**config.mk**
```make
export PLATFORM = sky130hd
export DESIGN_NAME = tcw_ctrl
export DESIGN_NICKNAME = d
export VERILOG_FILES = /design/src/rtl/tcw_pkg.sv /design/src/rtl/tcw_ctrl.sv
export SDC_FILE = /design/constraint.sdc
export NUM_CORES = 1
export LEC_CHECK = 0
export BUFFER_PORTS_ARGS = -buffer_cell sky130_fd_sc_hd__buf_4
export CAP_MARGIN = 20
export CORE_MARGIN = 1
export CORE_UTILIZATION = 51
export CTS_BUF_LIST = sky130_fd_sc_hd__clkbuf_4 sky130_fd_sc_hd__clkbuf_8
export DETAILED_ROUTE_END_ITERATION = 10
export GPL_TIMING_DRIVEN = 1
export PLACE_DENSITY = 0.95
export REMOVE_ABC_BUFFERS = 1
export SYNTH_ARGS = -nofsm -noshare
export SYNTH_HDL_FRONTEND = slang
export SYNTH_SLANG_ARGS = --single-unit
```
**constraint.sdc**
```tcl
create_clock -name clk -period 4.1 [get_ports clk]
set_input_delay 0.41 -clock clk [delete_from_list [all_inputs] [get_ports clk]]
set_output_delay 0.41 -clock clk [all_outputs]
set_load 0.005 [all_outputs]
```
**src/rtl/tcw_pkg.sv**
```systemverilog
`default_nettype none

package tcw_pkg;

    // command codes of an input word
    localparam logic [1:0] CMD_PUT   = 2'd0;
    localparam logic [1:0] CMD_CLEAR = 2'd1;
    localparam logic [1:0] CMD_READ  = 2'd2;

    // configuration register indexes
    localparam logic [1:0] CFG_FG  = 2'd0;
    localparam logic [1:0] CFG_BG  = 2'd1;
    localparam logic [1:0] CFG_TAB = 2'd2;

    // colour codes and register reset values
    localparam logic [3:0] BG_DEFAULT  = 4'd0;
    localparam logic [3:0] FG_DEFAULT  = 4'd7;
    localparam logic [4:0] TAB_DEFAULT = 5'd4;

    // character codes with a meaning of their own
    localparam logic [7:0] CH_NUL       = 8'h00;
    localparam logic [7:0] CH_BACKSPACE = 8'h08;
    localparam logic [7:0] CH_TAB       = 8'h09;
    localparam logic [7:0] CH_NEWLINE   = 8'h0A;
    localparam logic [7:0] CH_RETURN    = 8'h0D;
    localparam logic [7:0] CH_SHIFT_IN  = 8'h0F;
    localparam logic [7:0] CH_GRAVE     = 8'h60;
    localparam logic [7:0] CH_TILDE     = 8'h7E;
    localparam logic [7:0] CH_BLANK     = 8'h20;

    // datapath commands issued by the controller
    typedef struct packed {
        logic latch;        // capture the input word
        logic wr_cell;      // write at the cursor
        logic wr_blank;     // written character is a blank
        logic advance;      // step the cursor one cell
        logic newline;      // column 0 of the next row
        logic col_home;     // column 0 of the same row
        logic back;         // one column left
        logic tab_load;     // load the tab counter
        logic tab_dec;      // count one tab blank
        logic scroll_step;  // blank one cell of the scrolled-out row
        logic sweep_step;   // blank one cell of the whole store
        logic sweep_boot;   // sweep uses the reset colours
        logic rd_cell;      // read the requested cell
        logic load_out;     // load the result register
    } tcw_ctl_t;

    // datapath status seen by the controller
    typedef struct packed {
        logic is_put;
        logic is_clear;
        logic is_read;
        logic is_nl;
        logic is_cr;
        logic is_tab;
        logic is_bs;
        logic is_hook;
        logic col_zero;
        logic last_row;
        logic last_col;
        logic tab_more;
        logic sweep_last;
        logic scroll_last;
    } tcw_stat_t;

endpackage

`default_nettype wire

```
**src/rtl/tcw_ctrl.sv**
```systemverilog
`default_nettype none

module tcw_ctrl
    import tcw_pkg::*;
(
    input  wire logic      clk,
    input  wire logic      rst_n,
    input  wire logic      in_valid,
    output logic           in_stall,
    output logic           out_valid,
    input  wire logic      out_stall,
    input  wire tcw_stat_t stat,
    output tcw_ctl_t       ctl
);

    localparam logic [3:0] S_BOOT   = 4'd0;
    localparam logic [3:0] S_IDLE   = 4'd1;
    localparam logic [3:0] S_DISP   = 4'd2;
    localparam logic [3:0] S_CLEAR  = 4'd3;
    localparam logic [3:0] S_READ   = 4'd4;
    localparam logic [3:0] S_BS_WR  = 4'd5;
    localparam logic [3:0] S_TAB    = 4'd6;
    localparam logic [3:0] S_SCROLL = 4'd7;
    localparam logic [3:0] S_FINISH = 4'd8;

    logic [3:0] state_reg;
    logic [3:0] state_next;
    logic       ret_tab_reg;
    logic       ret_tab_next;
    logic       out_valid_reg;
    logic       out_valid_next;

    // next state and datapath commands
    always_comb
    begin
        ctl            = '0;
        state_next     = state_reg;
        ret_tab_next   = ret_tab_reg;
        out_valid_next = out_valid_reg && out_stall;
        case (state_reg)
            S_BOOT:
            begin
                ctl.sweep_step = 1'b1;
                ctl.sweep_boot = 1'b1;
                if (stat.sweep_last)
                begin
                    state_next = S_IDLE;
                end
            end
            S_IDLE:
            begin
                if (in_valid)
                begin
                    ctl.latch  = 1'b1;
                    state_next = S_DISP;
                end
            end
            S_DISP:
            begin
                if (stat.is_clear)
                begin
                    state_next = S_CLEAR;
                end
                else if (stat.is_read)
                begin
                    state_next = S_READ;
                end
                else if (stat.is_put)
                begin
                    ctl.tab_load = 1'b1;
                    ret_tab_next = 1'b0;
                    if (stat.is_nl)
                    begin
                        ctl.newline = 1'b1;
                        state_next  = stat.last_row ? S_SCROLL : S_FINISH;
                    end
                    else if (stat.is_cr)
                    begin
                        ctl.col_home = 1'b1;
                        state_next   = S_FINISH;
                    end
                    else if (stat.is_tab)
                    begin
                        state_next = S_TAB;
                    end
                    else if (stat.is_bs)
                    begin
                        if (!stat.col_zero)
                        begin
                            ctl.back   = 1'b1;
                            state_next = S_BS_WR;
                        end
                        else
                        begin
                            state_next = S_FINISH;
                        end
                    end
                    else
                    begin
                        // hook codes only advance, the rest are written first
                        ctl.wr_cell = !stat.is_hook;
                        ctl.advance = 1'b1;
                        state_next  = (stat.last_row && stat.last_col) ? S_SCROLL : S_FINISH;
                    end
                end
                else
                begin
                    state_next = S_FINISH;
                end
            end
            S_CLEAR:
            begin
                ctl.sweep_step = 1'b1;
                if (stat.sweep_last)
                begin
                    state_next = S_FINISH;
                end
            end
            S_READ:
            begin
                ctl.rd_cell = 1'b1;
                state_next  = S_FINISH;
            end
            S_BS_WR:
            begin
                ctl.wr_cell  = 1'b1;
                ctl.wr_blank = 1'b1;
                state_next   = S_FINISH;
            end
            S_TAB:
            begin
                // blanks while more than one position is left, then a bare advance
                ctl.advance = 1'b1;
                if (stat.tab_more)
                begin
                    ctl.wr_cell  = 1'b1;
                    ctl.wr_blank = 1'b1;
                    ctl.tab_dec  = 1'b1;
                    ret_tab_next = 1'b1;
                    state_next   = (stat.last_row && stat.last_col) ? S_SCROLL : S_TAB;
                end
                else
                begin
                    ret_tab_next = 1'b0;
                    state_next   = (stat.last_row && stat.last_col) ? S_SCROLL : S_FINISH;
                end
            end
            S_SCROLL:
            begin
                ctl.scroll_step = 1'b1;
                if (stat.scroll_last)
                begin
                    state_next = ret_tab_reg ? S_TAB : S_FINISH;
                end
            end
            S_FINISH:
            begin
                if (!out_valid_reg || !out_stall)
                begin
                    ctl.load_out   = 1'b1;
                    out_valid_next = 1'b1;
                    state_next     = S_IDLE;
                end
            end
            default:
            begin
                state_next = S_IDLE;
            end
        endcase
    end

    // state registers
    always_ff @(posedge clk or negedge rst_n)
    begin
        if (!rst_n)
        begin
            state_reg     <= S_BOOT;
            ret_tab_reg   <= 1'b0;
            out_valid_reg <= 1'b0;
        end
        else
        begin
            state_reg     <= state_next;
            ret_tab_reg   <= ret_tab_next;
            out_valid_reg <= out_valid_next;
        end
    end

    assign in_stall  = (state_reg != S_IDLE);
    assign out_valid = out_valid_reg;

endmodule

`default_nettype wire

```
==> results of run 1 <==
-- logic make-up (layout without fill, tap and decap cells) --
| kind of cell | Yosys count | in the layout | share of synthesized area, % |
|---|---|---|---|
| AOI/OAI and AO/OA | 31 | 31 | 32.2 |
| buffers and inverters | 7 | 39 | 4.75 |
| DFF | 6 | 6 | 21.1 |
| muxes | 1 | 1 | 1.58 |
| and+or+nand+nor | 47 | 47 | 40.3 |
-- layout make-up --
type                       count  area, sq um  share of cell area [%]
clock buffer                   3         22.5                    2.29
inverter                       2         7.51                   0.763
multi-input combinational     79          527                    53.6
sequential                     6          150                    15.3
tap                           15         18.8                    1.91
timing repair buffer          34          258                    26.2
-- power groups by stage --
stage | clock network (mW) | registers, mW | logic, mW
floorplan | 0 | 0.108 | 0.134
CTS | 0.0565 | 0.116 | 0.226
detailed placement | 0 | 0.117 | 0.224
global route | 0.0611 | 0.124 | 0.251
global placement | 0 | 0.114 | 0.219
finish | 0.0538 | 0.118 | 0.228
-- Yosys cell counts, drive strengths merged (3+ instances only) --
cell type and n:
nand2b 4, nor3 8, nor2 6, o211ai 3, o21ai 4, nor2b 5, a21oi 6, nand2 7
buf 4, dfrtp 6, and3 3
-- per-stage QoR --
stage | instance area, sq um | instances | total power [mW] | hold slack [ns]
after global placement | 951 | 135 | 0.333 | 0.219
final | 983 | 139 | 0.399 | 0.391
after floorplan | 684 | 87 | 0.242 | 0.114
after detailed placement | 951 | 135 | 0.341 | 0.221
after global routing | 983 | 139 | 0.436 | 0.392
after CTS | 983 | 139 | 0.398 | 0.387
-- path summary, 6_finish.rpt --
| check | start | end | slack, ns | cells after the start |
|---|---|---|---|---|
| min | out_stall | out_valid$_DFF_PN0_ | 0.39 | 3 |
| max reg2reg | state_reg[2]$_DFFE_PN0P_ | state_reg[2]$_DFFE_PN0P_ | 2.25 | 4 |
| max in group asynchronous | rst_n | ret_tab_reg$_DFFE_PN0P_ | 3.47 | 2 |
| max | state_reg[2]$_DFFE_PN0P_ | ctl[12] | 1.63 | 5 |
| min reg2reg | ret_tab_reg$_DFFE_PN0P_ | ret_tab_reg$_DFFE_PN0P_ | 0.53 | 1 |
| min in group asynchronous | rst_n | state_reg[1]$_DFFE_PN0P_ | 0.52 | 2 |
-- worst max-delay path, delay by kind of cell (launching register included) --
family / cells / cell delay (ns)
AOI/OAI and AO/OA: 1 / 0.25
buffers and inverters: 1 / 0.14
and+or+nand+nor: 3 / 0.90
DFF: 1 / 0.52
-- routing by layer --
metal / routed length (um) / GRT usage (%) / vias to the layer above
li1: - / - / 430
met1: 839 / 30.5 / 405
met2: 1040 / 50.8 / 46
met3: 131 / 5.11 / 4
met4: 44 / 21.6 / 0
met5: 0 / 0 / -
==> results.json, run 1 <==
{
  "portBuffers": 33,
  "vdd_ir_drop_max_v": 0.000302,
  "cp.required_ns": 3.69,
  "grt_max_degree": 17,
  "max_cap_viol_count": 0,
  "ant_nets": 0,
  "viasPerCell": 6.37,
  "htreeDepth": 1,
  "grt_pass1_vias": 738,
  "setup_ws_ns": 1.63,
  "crit_arrival_ns": 2.06,
  "start_util_pct": 54.6,
  "hold_class": "in2reg",
  "setup_viol": 0,
  "power.internal_uw": 227,
  "synth_top_area_share_pct": 21.1,
  "die_area_sq_um": 1550,
  "power.leakage_nw": 0.462,
  "core-area_sq_um": 1300,
  "slowest_stage": "or4b_4",
  "grt.overflow.total": 0,
  "synth_top_area_cell": "dfrtp_1",
  "synth_edf_count": 0,
  "grtUsageTotal_pct": 29.0,
  "pwr-share-clk_pct": 13.5,
  "rows": 13,
  "p_sw_share_pct": 43.1,
  "synth_flop_cell": "dfrtp_1",
  "synth_cell_types": 42,
  "final_cell_mix": "buf_4, nor3_1",
  "clock_path_buffers": 2,
  "grt_pass1_wl_mm": 2.97,
  "cts_tree": "built",
  "cts_root_buffer": "clkbuf_4",
  "clock-sinks": 6,
  "synth.area.top_cells": "dfrtp_1, nor3_1, nor2b_1",
  "largest_reg_flops": 4,
  "area_growth_pct": 38.4,
  "nNetsFinal": 144,
  "drtPass1Iterations": 4,
  "hold_viol": 0,
  "timing.fmax_mhz": 405,
  "clk_latency_ns": 0.25,
  "synth_seq_cells": 6,
  "slew_headroom_pct": 63.3,
  "place_hpwl_mm": 1.60,
  "synth_cells": 92,
  "fin_skew_ns": 0.00139,
  "die_y_um": 39.3,
  "synth-async-reset-ratio_pct": 100,
  "worst_pin_slew_ns": 0.543,
  "combPwrFrac_pct": 57.0,
  "cts_resized": 0,
  "fin_crit_ns": 2.47,
  "cts_made_buffers": 3,
  "diodes": 0,
  "wirelength_mm": 2.06,
  "ys_seq_area_share_pct": 21.1,
  "worstSetupEndpointType": "output port",
  "final_common_cell": "buf_4",
  "wl_per_cell_um": 14.8,
  "netlist_area_sq_um": 711,
  "rsz0062_at_grt": "false",
  "powerDensity_nw_per_um2": 406,
  "max_stage_delay_ns": 0.61,
  "drtIter0Drc": 26,
  "drive_gt1_share_pct": 33.9,
  "gp_routability_congestion": 0.890,
  "fp.dieW_um": 39.3,
  "fin_util_pct": 75.6,
  "via_count": 885,
  "syn_avg_cell_area_sq_um": 7.72,
  "crit_fanout": 16,
  "hold_buffers": 1,
  "pre_cts_ws_ns": 1.90,
  "drc": 0,
  "setup_tns_ns": 0,
  "period_share_pct": 60.2,
  "p_sw_uw": 172,
  "path_clk_slew_ns": 0.04,
  "cts_setup_buffers": 0,
  "cp_cell_sequence": "or4b_4, nor3_4, nand2_2, o32ai_2, buf_4",
  "synth-warning-count": 0,
  "start_kind": "register",
  "fillers": 112,
  "slew_violations": 0,
  "pwr-share-seq_pct": 29.5,
  "antenna_found_initial": 0,
  "io_pins": 34,
  "path_class": "reg2out",
  "status": "finished, final reports clean"
}
No activity file was read; power rests on OpenSTA's default activity.
==> run 2, diff against run 1 <==
CORE_UTILIZATION = 43   (was 51)
PLACE_DENSITY = 0.9   (was 0.95)
clock period = 2 ns   (was 4.1 ns; I/O delays follow)
==> run 2 against run 1 <==
- sequential power rose by 53%
- combinational power grew to 2.6 times the previous value
- first-iteration DRC count up 35%
- total power is 120% higher
- critical path type unchanged
- critical endpoint unchanged
- largest cell class unchanged
==> results.json, run 2 (synthesis results as in run 1) <==
{
  "grtUsageTotal_pct": 23.3,
  "clk_latency_ns": 0.24,
  "crit_fanout": 2,
  "slew_headroom_pct": 73.1,
  "wl_per_cell_um": 14.0,
  "grt_pass1_vias": 704,
  "htreeDepth": 1,
  "wirelength_mm": 2.05,
  "path_class": "reg2out",
  "power.leakage_nw": 0.496,
  "cts_made_buffers": 3,
  "pwr-share-clk_pct": 12.2,
  "via_count": 892,
  "core-area_sq_um": 1520,
  "fillers": 124,
  "fin_util_pct": 68.1,
  "clock_path_buffers": 2,
  "hold_viol": 0,
  "drc": 0,
  "cts_root_buffer": "clkbuf_4",
  "fin_crit_ns": 1.97,
  "powerDensity_nw_per_um2": 845,
  "vdd_ir_drop_max_v": 0.000589,
  "grt-busiest-layer": "met2",
  "io_pins": 34,
  "place_hpwl_mm": 1.58,
  "area_growth_pct": 45.9,
  "setup_ws_ns": 0.0261,
  "drtPass1Iterations": 4,
  "rsz0062_at_grt": "true",
  "final_cell_mix": "buf_4, nor3_1",
  "nNetsFinal": 150,
  "whs_ns": 0.188,
  "diodes": 0,
  "drive_gt1_share_pct": 37.7,
  "grt_pass1_wl_mm": 3.31,
  "path_clk_slew_ns": 0.04,
  "fin_skew_ns": 0.000447,
  "timing.fmax_mhz": 507,
  "use_met2_pct": 36.1,
  "clock-sinks": 6,
  "ant_nets": 0,
  "cts_tree": "built",
  "portBuffers": 33,
  "viasPerCell": 6.11,
  "hold_class": "in2reg",
  "slew_violations": 0,
  "fp.dieW_um": 42.7,
  "p_sw_share_pct": 42.0,
  "worst_pin_slew_ns": 0.399,
  "pwr-share-seq_pct": 20.5,
  "gp_routability_congestion": 0.941,
  "grt_use_met1_pct": 35.0,
  "max_cap_viol_count": 0,
  "cp.required_ns": 1.80,
  "start_kind": "register",
  "period_share_pct": 98.7,
  "setup_viol": 0,
  "crit_arrival_ns": 1.77,
  "die_area_sq_um": 1820,
  "grt_max_degree": 16,
  "status": "finished, final reports clean",
  "power.internal_uw": 508,
  "largest_reg_flops": 4,
  "grt.overflow.total": 0,
  "antenna_found_initial": 0,
  "rows": 14,
  "p_sw_uw": 369,
  "pre_cts_ws_ns": 0.152,
  "start_util_pct": 46.6,
  "worstSetupEndpointType": "output port",
  "die_y_um": 42.7,
  "met3_usage_pct": 0.426,
  "combPwrFrac_pct": 67.3,
  "drtIter0Drc": 35,
  "final_common_cell": "buf_4"
}
run 2: routing by layer:
layer  wire length [um]  part of all wire [%]
met5                  0                     0
met4                 15                  0.73
met1                923                    45
met2               1010                    49
met3                101                   4.9
run 2: path summary, 6_finish.rpt:
path / start / to / slack, ns / depth (start not counted)
worst max-delay path: state_reg[0]$_DFFE_PN0P_ / ctl[12] / 0.03 / 5
worst min-delay path: out_stall / out_valid$_DFF_PN0_ / 0.19 / 3
max in group asynchronous: rst_n / ret_tab_reg$_DFFE_PN0P_ / 1.59 / 2
worst min register to register: ret_tab_reg$_DFFE_PN0P_ / ret_tab_reg$_DFFE_PN0P_ / 0.54 / 1
worst max register to register: state_reg[3]$_DFFE_PN0P_ / state_reg[3]$_DFFE_PN0P_ / 0.36 / 5
min in group asynchronous: rst_n / state_reg[2]$_DFFE_PN0P_ / 0.30 / 2
run 2: repair_timing:
| action | 4_1_cts | 5_1_grt |
|---|---|---|
| gates cloned | 0 | 0 |
| pin swaps | 3 | 1 |
| resized for setup | 0 | 1 |
| endpoints found under the hold margin | 6 | 0 |
| hold buffers | 1 | 0 |
| buffers inserted | 2 | 0 |
| endpoints found under the setup margin | 1 | 8 |
run 2: power groups by stage:
stage	sequential [mW]	combinational, mW	clock, mW
2_1_floorplan	0.222	0.274	0
3_3_place_gp	0.178	0.545	0
3_5_place_dp	0.180	0.558	0
4_1_cts	0.179	0.571	0.113
5_1_grt	0.183	0.647	0.120
6_report	0.180	0.590	0.107
run 2: through the flow:
| stage | instances | area [sq um] | power [mW] | TNS, ns |
|---|---|---|---|---|
| after global placement | 140 | 982 | 0.723 | 0 |
| after floorplan | 87 | 684 | 0.496 | 0 |
| after CTS | 146 | 1030 | 0.863 | -0.0797 |
| after global routing | 146 | 1040 | 0.950 | -0.0674 |
| after detailed placement | 140 | 982 | 0.739 | 0 |
| final | 146 | 1040 | 0.877 | 0 |
run 2: layout make-up:
cell class | instances | area (sq um) | area share [%]
tap | 16 | 20.0 | 1.93
timing repair buffer | 40 | 303 | 29.2
clock buffer | 3 | 22.5 | 2.17
multi-input combinational | 79 | 534 | 51.5
inverter | 2 | 7.51 | 0.724
sequential | 6 | 150 | 14.5
run 2: critical path: stages, from the launching register on:
cell,delay (ns)
dfrtp_1,0.37
or4b_4,0.56
nor3_4,0.17
nand2_2,0.08
o32ai_2,0.21
buf_4,0.15
